--- config.mk ---
export PLATFORM = sky130hd
export DESIGN_NAME = epoch_seconds_to_calendar_core
export DESIGN_NICKNAME = d
export VERILOG_FILES = /design/src/rtl/esc_pkg.sv /design/src/rtl/esc_day_split.sv /design/src/rtl/esc_year_find.sv /design/src/rtl/esc_tod_split.sv /design/src/rtl/esc_month_find.sv /design/src/rtl/epoch_seconds_to_calendar_core.sv
export SDC_FILE = /design/constraint.sdc
export NUM_CORES = 2
export LEC_CHECK = 0
export ABC_CLOCK_PERIOD_IN_PS = 13300
export CAP_MARGIN = 25
export CORE_ASPECT_RATIO = 1.75
export CORE_MARGIN = 2
export CORE_UTILIZATION = 54
export CTS_CLUSTER_DIAMETER = 80
export DETAILED_ROUTE_END_ITERATION = 10
export DONT_BUFFER_PORTS = 1
export PLACE_DENSITY = 0.75
export SLEW_MARGIN = 20
export SYNTH_ARGS = -nofsm -noshare
export SYNTH_HDL_FRONTEND = slang
export SYNTH_SLANG_ARGS = --single-unit
--- constraint.sdc ---
create_clock -name clk_i -period 13.3 [get_ports clk_i]
set_input_delay 2.66 -clock clk_i [delete_from_list [all_inputs] [get_ports clk_i]]
set_output_delay 2.66 -clock clk_i [all_outputs]
set_load 0.02 [all_outputs]
--- src/rtl/esc_pkg.sv ---
// esc_pkg: constants, reciprocal factors and small helper functions for the
// epoch-seconds-to-calendar pipeline
// no dependencies
package esc_pkg;

  typedef struct packed {
    logic load0;
    logic load1;
    logic load2;
    logic load3;
    logic load_out;
  } esc_load_t;

  localparam logic [11:0] EPOCH_YEAR    = 12'd1970;
  localparam logic [2:0]  EPOCH_WEEKDAY = 3'd4;

  // secs / 86400 = (secs >> 7) / 675
  localparam logic [25:0] DAY_RECIP     = 26'd50903317;
  localparam int          DAY_SHIFT     = 35;
  localparam logic [9:0]  DAY_DIV_LOW   = 10'd675;

  localparam logic [16:0] WEEK_RECIP    = 17'd74899;
  localparam int          WEEK_SHIFT    = 19;

  // estimate of the year index, days / 365, one too high at most
  localparam logic [15:0] YEAR_RECIP    = 16'd45965;
  localparam int          YEAR_SHIFT    = 24;

  // x / 60 = (x >> 2) / 15
  localparam logic [15:0] MIN_RECIP     = 16'd34953;
  localparam int          MIN_SHIFT     = 19;
  localparam logic [9:0]  HOUR_RECIP    = 10'd547;
  localparam int          HOUR_SHIFT    = 13;

  // year 2100 is the only century year in range that is not a leap year
  localparam logic [7:0]  CENTURY_IDX   = 8'd130;

  // first day number of a year, counted from 1970-01-01
  function automatic logic [15:0] year_start(input logic [7:0] idx);
    logic [15:0] base;
    logic [15:0] leaps;
    base  = 16'(idx) * 16'd365;
    leaps = 16'((9'(idx) + 9'd1) >> 2);
    if (idx > CENTURY_IDX) begin
      leaps = leaps - 16'd1;
    end
    return base + leaps;
  endfunction

  function automatic logic is_leap(input logic [7:0] idx);
    return (idx[1:0] == 2'd2) && (idx != CENTURY_IDX);
  endfunction

  // first day of year of a month, month index 0 is january
  function automatic logic [8:0] month_start(input logic [3:0] mon, input logic leap);
    logic [8:0] base;
    case (mon)
      4'd0:    base = 9'd0;
      4'd1:    base = 9'd31;
      4'd2:    base = 9'd59;
      4'd3:    base = 9'd90;
      4'd4:    base = 9'd120;
      4'd5:    base = 9'd151;
      4'd6:    base = 9'd181;
      4'd7:    base = 9'd212;
      4'd8:    base = 9'd243;
      4'd9:    base = 9'd273;
      4'd10:   base = 9'd304;
      4'd11:   base = 9'd334;
      default: base = 9'd0;
    endcase
    if (leap && (mon >= 4'd2)) begin
      base = base + 9'd1;
    end
    return base;
  endfunction

endpackage

--- src/rtl/esc_day_split.sv ---
// esc_day_split: input register and split of the seconds count into whole
// days and seconds of the day; uses esc_pkg
module esc_day_split (
  input  logic              clk_i,
  input  esc_pkg::esc_load_t load_i,
  input  logic [31:0]       epoch_seconds_i,
  output logic [15:0]       days_o,
  output logic [16:0]       tod_o
);
  import esc_pkg::*;

  logic [31:0] secs_q;
  logic [15:0] days_q, days_d;
  logic [16:0] tod_q, tod_d;
  logic [24:0] s7;
  logic [50:0] day_prod;
  logic [25:0] back_prod;
  logic [24:0] rem;

  always_comb begin
    s7        = secs_q[31:7];
    day_prod  = 51'(s7) * 51'(DAY_RECIP);
    days_d    = day_prod[DAY_SHIFT+15:DAY_SHIFT];
    back_prod = 26'(days_d) * 26'(DAY_DIV_LOW);
    rem       = s7 - back_prod[24:0];
    tod_d     = {rem[9:0], secs_q[6:0]};
  end

  always_ff @(posedge clk_i) begin
    if (load_i.load0) begin
      secs_q <= epoch_seconds_i;
    end
    if (load_i.load1) begin
      days_q <= days_d;
      tod_q  <= tod_d;
    end
  end

  assign days_o = days_q;
  assign tod_o  = tod_q;

endmodule

--- src/rtl/esc_year_find.sv ---
// esc_year_find: weekday, year estimate and its correction, day of year
// uses esc_pkg
module esc_year_find (
  input  logic              clk_i,
  input  esc_pkg::esc_load_t load_i,
  input  logic [15:0]       days_i,
  output logic [11:0]       year_o,
  output logic              leap_o,
  output logic [8:0]        rest_o,
  output logic [2:0]        weekday_o
);
  import esc_pkg::*;

  logic [15:0] days2_q;
  logic [7:0]  est_q, est_d;
  logic [2:0]  wd2_q, wd2_d;
  logic [11:0] year_q, year_d;
  logic        leap_q, leap_d;
  logic [8:0]  rest_q, rest_d;
  logic [2:0]  wd3_q;

  logic [15:0] wk_x;
  logic [31:0] wk_prod;
  logic [12:0] wk_q;
  logic [15:0] wk_rem;
  logic [31:0] est_prod;
  logic [7:0]  est_m1;
  logic [15:0] start_e, start_p, start_sel;
  logic        below;
  logic [7:0]  idx;
  logic [15:0] rest_full;

  // stage b: weekday and year estimate
  always_comb begin
    wk_x     = days_i + 16'(EPOCH_WEEKDAY);
    wk_prod  = 32'(wk_x) * 32'(WEEK_RECIP);
    wk_q     = wk_prod[WEEK_SHIFT+12:WEEK_SHIFT];
    wk_rem   = wk_x - 16'(wk_q) * 16'd7;
    wd2_d    = wk_rem[2:0];
    est_prod = 32'(days_i) * 32'(YEAR_RECIP);
    est_d    = est_prod[YEAR_SHIFT+7:YEAR_SHIFT];
  end

  // stage c: step back one year when the estimate overshoots
  always_comb begin
    est_m1    = est_q - 8'd1;
    start_e   = year_start(est_q);
    start_p   = year_start(est_m1);
    below     = days2_q < start_e;
    idx       = below ? est_m1 : est_q;
    start_sel = below ? start_p : start_e;
    rest_full = days2_q - start_sel;
    rest_d    = rest_full[8:0];
    year_d    = EPOCH_YEAR + 12'(idx);
    leap_d    = is_leap(idx);
  end

  always_ff @(posedge clk_i) begin
    if (load_i.load2) begin
      days2_q <= days_i;
      est_q   <= est_d;
      wd2_q   <= wd2_d;
    end
    if (load_i.load3) begin
      year_q <= year_d;
      leap_q <= leap_d;
      rest_q <= rest_d;
      wd3_q  <= wd2_q;
    end
  end

  assign year_o    = year_q;
  assign leap_o    = leap_q;
  assign rest_o    = rest_q;
  assign weekday_o = wd3_q;

endmodule

--- src/rtl/esc_tod_split.sv ---
// esc_tod_split: seconds of the day into hour, minute and second
// uses esc_pkg
module esc_tod_split (
  input  logic              clk_i,
  input  esc_pkg::esc_load_t load_i,
  input  logic [16:0]       tod_i,
  output logic [4:0]        hour_o,
  output logic [5:0]        minute_o,
  output logic [5:0]        second_o
);
  import esc_pkg::*;

  logic [10:0] mins_q, mins_d;
  logic [5:0]  sec2_q, sec2_d;
  logic [4:0]  hour_q, hour_d;
  logic [5:0]  minute_q, minute_d;
  logic [5:0]  sec3_q;

  logic [30:0] min_prod;
  logic [16:0] sec_full;
  logic [18:0] hour_prod;
  logic [10:0] minute_full;

  // stage b: minutes of the day and seconds
  always_comb begin
    min_prod = 31'(tod_i[16:2]) * 31'(MIN_RECIP);
    mins_d   = min_prod[MIN_SHIFT+10:MIN_SHIFT];
    sec_full = tod_i - 17'(mins_d) * 17'd60;
    sec2_d   = sec_full[5:0];
  end

  // stage c: hours and minutes
  always_comb begin
    hour_prod   = 19'(mins_q[10:2]) * 19'(HOUR_RECIP);
    hour_d      = hour_prod[HOUR_SHIFT+4:HOUR_SHIFT];
    minute_full = mins_q - 11'(hour_d) * 11'd60;
    minute_d    = minute_full[5:0];
  end

  always_ff @(posedge clk_i) begin
    if (load_i.load2) begin
      mins_q <= mins_d;
      sec2_q <= sec2_d;
    end
    if (load_i.load3) begin
      hour_q   <= hour_d;
      minute_q <= minute_d;
      sec3_q   <= sec2_q;
    end
  end

  assign hour_o   = hour_q;
  assign minute_o = minute_q;
  assign second_o = sec3_q;

endmodule

--- src/rtl/esc_month_find.sv ---
// esc_month_find: month and day of month from the day of year, and the
// result register for every field; uses esc_pkg
module esc_month_find (
  input  logic              clk_i,
  input  esc_pkg::esc_load_t load_i,
  input  logic [11:0]       year_i,
  input  logic              leap_i,
  input  logic [8:0]        rest_i,
  input  logic [4:0]        hour_i,
  input  logic [5:0]        minute_i,
  input  logic [5:0]        second_i,
  input  logic [2:0]        weekday_i,
  output logic [11:0]       year_o,
  output logic [3:0]        month_o,
  output logic [4:0]        day_of_month_o,
  output logic [4:0]        hour_o,
  output logic [5:0]        minute_o,
  output logic [5:0]        second_o,
  output logic [2:0]        day_of_week_o,
  output logic [8:0]        day_of_year_o
);
  import esc_pkg::*;

  logic [11:0] year_q;
  logic [3:0]  month_q, month_d;
  logic [4:0]  dom_q, dom_d;
  logic [4:0]  hour_q;
  logic [5:0]  minute_q;
  logic [5:0]  second_q;
  logic [2:0]  dow_q;
  logic [8:0]  doy_q;

  logic [3:0]  mon_idx;
  logic [8:0]  dom_full;

  // count month boundaries passed, each compare independent
  always_comb begin
    mon_idx = 4'd0;
    for (int m = 1; m < 12; m++) begin
      if (rest_i >= month_start(4'(m), leap_i)) begin
        mon_idx = mon_idx + 4'd1;
      end
    end
    month_d  = mon_idx + 4'd1;
    dom_full = rest_i - month_start(mon_idx, leap_i) + 9'd1;
    dom_d    = dom_full[4:0];
  end

  always_ff @(posedge clk_i) begin
    if (load_i.load_out) begin
      year_q   <= year_i;
      month_q  <= month_d;
      dom_q    <= dom_d;
      hour_q   <= hour_i;
      minute_q <= minute_i;
      second_q <= second_i;
      dow_q    <= weekday_i;
      doy_q    <= rest_i;
    end
  end

  assign year_o         = year_q;
  assign month_o        = month_q;
  assign day_of_month_o = dom_q;
  assign hour_o         = hour_q;
  assign minute_o       = minute_q;
  assign second_o       = second_q;
  assign day_of_week_o  = dow_q;
  assign day_of_year_o  = doy_q;

endmodule

--- src/rtl/epoch_seconds_to_calendar_core.sv ---
// epoch_seconds_to_calendar_core: unix seconds to broken-down utc calendar
// top level with pipeline control; uses esc_pkg and the esc_* stage modules
//
//   channel  direction  handshake                  payload
//   in       request    in_valid_i / in_stall_o    epoch_seconds_i
//   out      result     out_valid_o / out_stall_i  year_o .. day_of_year_o
//
// one request accepted per cycle while in_stall_o is low
// five register stages: input, day split, estimates, year and clock, result
// reset clears the stage valid flags only
// a stall on the output holds the result; earlier stages keep filling
// until every stage is full, then in_stall_o rises in the same cycle
module epoch_seconds_to_calendar_core (
  input  logic        clk_i,
  input  logic        rst_ni,
  input  logic        in_valid_i,
  output logic        in_stall_o,
  input  logic [31:0] epoch_seconds_i,
  output logic        out_valid_o,
  input  logic        out_stall_i,
  output logic [11:0] year_o,
  output logic [3:0]  month_o,
  output logic [4:0]  day_of_month_o,
  output logic [4:0]  hour_o,
  output logic [5:0]  minute_o,
  output logic [5:0]  second_o,
  output logic [2:0]  day_of_week_o,
  output logic [8:0]  day_of_year_o
);
  import esc_pkg::*;

  logic v0_q, v1_q, v2_q, v3_q, vo_q;
  logic rdy0, rdy1, rdy2, rdy3, rdy_out;
  esc_load_t load;

  logic [15:0] days;
  logic [16:0] tod;
  logic [11:0] year;
  logic        leap;
  logic [8:0]  rest;
  logic [2:0]  weekday;
  logic [4:0]  hour;
  logic [5:0]  minute;
  logic [5:0]  second;

  always_comb begin
    rdy_out       = !vo_q || !out_stall_i;
    rdy3          = !v3_q || rdy_out;
    rdy2          = !v2_q || rdy3;
    rdy1          = !v1_q || rdy2;
    rdy0          = !v0_q || rdy1;
    load.load0    = rdy0 && in_valid_i;
    load.load1    = rdy1 && v0_q;
    load.load2    = rdy2 && v1_q;
    load.load3    = rdy3 && v2_q;
    load.load_out = rdy_out && v3_q;
  end

  always_ff @(posedge clk_i or negedge rst_ni) begin
    if (!rst_ni) begin
      v0_q <= 1'b0;
      v1_q <= 1'b0;
      v2_q <= 1'b0;
      v3_q <= 1'b0;
      vo_q <= 1'b0;
    end else begin
      if (rdy0) begin
        v0_q <= in_valid_i;
      end
      if (rdy1) begin
        v1_q <= v0_q;
      end
      if (rdy2) begin
        v2_q <= v1_q;
      end
      if (rdy3) begin
        v3_q <= v2_q;
      end
      if (rdy_out) begin
        vo_q <= v3_q;
      end
    end
  end

  assign in_stall_o  = !rdy0;
  assign out_valid_o = vo_q;

  esc_day_split u_day_split (
    .clk_i           (clk_i),
    .load_i          (load),
    .epoch_seconds_i (epoch_seconds_i),
    .days_o          (days),
    .tod_o           (tod)
  );

  esc_year_find u_year_find (
    .clk_i     (clk_i),
    .load_i    (load),
    .days_i    (days),
    .year_o    (year),
    .leap_o    (leap),
    .rest_o    (rest),
    .weekday_o (weekday)
  );

  esc_tod_split u_tod_split (
    .clk_i    (clk_i),
    .load_i   (load),
    .tod_i    (tod),
    .hour_o   (hour),
    .minute_o (minute),
    .second_o (second)
  );

  esc_month_find u_month_find (
    .clk_i          (clk_i),
    .load_i         (load),
    .year_i         (year),
    .leap_i         (leap),
    .rest_i         (rest),
    .hour_i         (hour),
    .minute_i       (minute),
    .second_i       (second),
    .weekday_i      (weekday),
    .year_o         (year_o),
    .month_o        (month_o),
    .day_of_month_o (day_of_month_o),
    .hour_o         (hour_o),
    .minute_o       (minute_o),
    .second_o       (second_o),
    .day_of_week_o  (day_of_week_o),
    .day_of_year_o  (day_of_year_o)
  );

endmodule
==> summary.txt <==
Detailed routing
  • Met2 routed WL: 38630 um
  • Met3 WL: 1585 um
  • Vias/cell: 5.338
  • Uppermost layer routed: met4
  • Final wirelength: 67260 um
  • Wirelength per Cell: roughly 17 um
  • Post-route DRC: 0
  • Drt first pass iters: 5
  • Vias: 20810
  • Wire length on met1: between 20000 and 25000 um
  • Post-detailed-route count of antenna-violating nets: 0
  • DRT iter0 DRCs: 697

Logic synthesis
  • Top-area cell type share of the netlist area: a little under a third
  • Synth warnings: 0
  • Mapped Cells: between 3000 and 4000
  • Mapped Nets: roughly 4300
  • Number of synthesized register bits: roughly 210
  • Most instantiated cells after synthesis: 828 x inv_1, 802 x ha_1, 404 x fa_1
  • Asr flop ratio synth: between 2 and 2.5%
  • Number of enable flip-flop cells after synthesis: 201
  • Most used DFF post-synth: edfxtp_1
  • Top-count cell post-synth: inv_1
  • Complex-gate fraction of the synthesized area: 5.904%
  • Post-Synth XOR/XNOR Area: 5.598%
  • Syn Std Cell Area: 0.03306 sq mm
  • Most area-consuming cells after synthesis: ha_1 30%, fa_1 24%, edfxtp_1 18%
  • Top cell type by total area after synthesis: ha_1
  • Adder-cell share of the synthesized area: 54.82%
  • Post-synthesis mux area share: 0.6964%
  • Simple-Gate Fraction of Synth Area: 4.735%
  • Syn Area/Cell: between 10 and 15 sq um
  • Seq/Total Area, Yosys: 18.64%
  • Distinct cell type count after synthesis: 81
  • Largest family of logic cells by synthesized area: adder cells

Timing
  • Total negative slack: 0 ns
  • Setup ws final: between 2 and 2.5 ns
  • Min cycle time layout: 11.04 ns
  • Worst slew pin tran: 0.9633 ns
  • Final setup violation count: 0
  • Final-report max-slew violation count: 0
  • Worst Skew: 0.02707 ns
  • Fmax: between 90 and 100 MHz
  • RSZ-0062 raised after global routing: no
  • Slew headroom: a little over a third
  • Fin. Hold Viols: 0
  • WHS: ~0.42 ns
  • Final period util: 83.00%

Clock tree
  • CTS Root Cell: clkbuf_16
  • Clk_lat worst skew: 0.54 ns
  • Clock slew at reported path FFs: 0.07 ns
  • H-tree depth: 1
  • Cells resized by post-CTS repair: 0
  • Total CTS buffers: 23
  • CTS tree: done
  • Hold Buf Count CTS: 0
  • Clock Sinks: 206
  • Clk buf depth: 3
  • Setup Fix Bufs, Post-CTS: 0

Global routing
  • First-pass GRT wire length: 111700 um
  • Total global-route track usage: 22.47%
  • Global route total overflow: 0
  • Largest net degree at the start of global routing: 51
  • Initial antenna violation count: 0
  • Vias in the first global route: between 20000 and 25000

Critical path
  • Crit end category: register
  • CP required: roughly 14 ns
  • Worst-path maximum fanout: 10
  • Max stage delay cell, worst path: a221oi_2
  • Cell mode on critical path: ha_1
  • CP Class: register to register
  • Crit path DAT: 11.33 ns
  • Startpoint Class: register
  • Max incr delay on CP: between 0.5 and 0.6 ns

Floorplan
  • Ports: 88
  • Row cnt: 120
  • Die ar.: 0.06329 sq mm
  • Die W: 191.0 um
  • Initial Utilization: 54.37%
  • Core area: 0.06081 sq mm
  • Die Y: about 330 um

Place
  • Post-Place Worst Slack: between 2 and 2.5 ns
  • Routability cong.: 0.9942
  • IO Port Bufs: 0
  • Detailed placer's ending HPWL: 58280 um

Finish
  • Nets: 4331
  • Area delta synth->final: 5.356%
  • # diodes: 0
  • Layout cells sized above 1: 2.963%
  • Final core utilization: 57.28%

Outcome
  • Outcome: finished, final reports clean

Hold path
  • HP Class: register to register

Run
  • Total of max-cap violations: 0
-- worst paths after layout --
check / cells past startpoint / slack (ns) / end / startpoint
max in group asynchronous: 0 / 11.43 / v2_q / rst_ni
max: 49 / 2.26 / u_month_find.day_of_month_o[4] / u_year_find.leap_o
min in group asynchronous: 0 / 1.81 / v0_q / rst_ni
max reg2reg: 49 / 2.26 / u_month_find.day_of_month_o[4] / u_year_find.leap_o
min reg2reg: 0 / 0.42 / u_day_split.tod_o[0] / u_day_split.secs_q[0]
min: 0 / 0.42 / u_day_split.tod_o[0] / u_day_split.secs_q[0]
-- worst max-delay path: cells and delay by family, from the launching register on --
family,cells,cell delay (ns)
DFF,1,0.54
buffers and inverters,6,0.67
muxes,4,0.90
and+or+nand+nor,8,1.07
adders and majority gates,14,4.19
xor gates and xnor gates,3,0.39
AOI/OAI and AO/OA,14,3.03
-- flip-flops by register name (all words and copies together), names as in the netlist, 8 cells and up --
signal / flops
u_day_split.secs_q: 32
u_day_split.tod_o: 17
u_day_split.days_o: 16
u_year_find.days2_q: 16
u_month_find.year_o: 12
u_year_find.year_o: 12
u_tod_split.mins_q: 11
u_month_find.day_of_year_o: 9
u_year_find.rest_o: 9
u_year_find.est_q: 8
-- stage by stage --
stage                     area (sq um)  std cells
after global routing             34830       3898
after CTS                        34800       3896
after floorplan                  33060       3071
after detailed placement         34050       3855
final                            34830       3898
after global placement           34050       3855
-- placed cells by master, fill, tap and decap left out, types with 9 or more instances in the layout --
cell         n
and3_1      16
nand2b_1    15
a21o_1      57
nand4_1     13
nor2_1      59
xor2_1      49
o21bai_1    17
xnor2_1    144
inv_1      828
edfxtp_1   201
fa_1       404
or2_2       12
mux2i_1     14
nand3_1     34
ha_1       802
nand2_1     69
a31oi_1      9
o21a_1      13
a21oi_1     82
o21ai_0     34
clkbuf_16   23
nor3_1      25
nor2b_1     21
-- kinds of logic after synthesis --
logic type	Yosys count
muxes	22
buffers and inverters	844
DFF	206
AOI/OAI and AO/OA	288
xor gates and xnor gates	201
adders and majority gates	1206
and+or+nand+nor	304
-- metal layers --
metal / track usage [%] / vias up
li1: - / 9966
met1: 22.32 / 10220
met2: 45.36 / 414
met3: 1.661 / 206
met4: 11.03 / 0
met5: 0 / -
-- cell type report --
type	instances	area, sq um
well taps	793	992.2
repair buffers	8	72.57
multi-input cells	2021	23750
clock inverters	16	161.4
flip-flops and latches	206	6161
inverters	829	3112
fillers	5058	25980
clock buffers	25	583.1
Power is left out: the tool's default activity adds up to more than one toggle a clock period on the data nets, which glitch-free logic cannot reach.
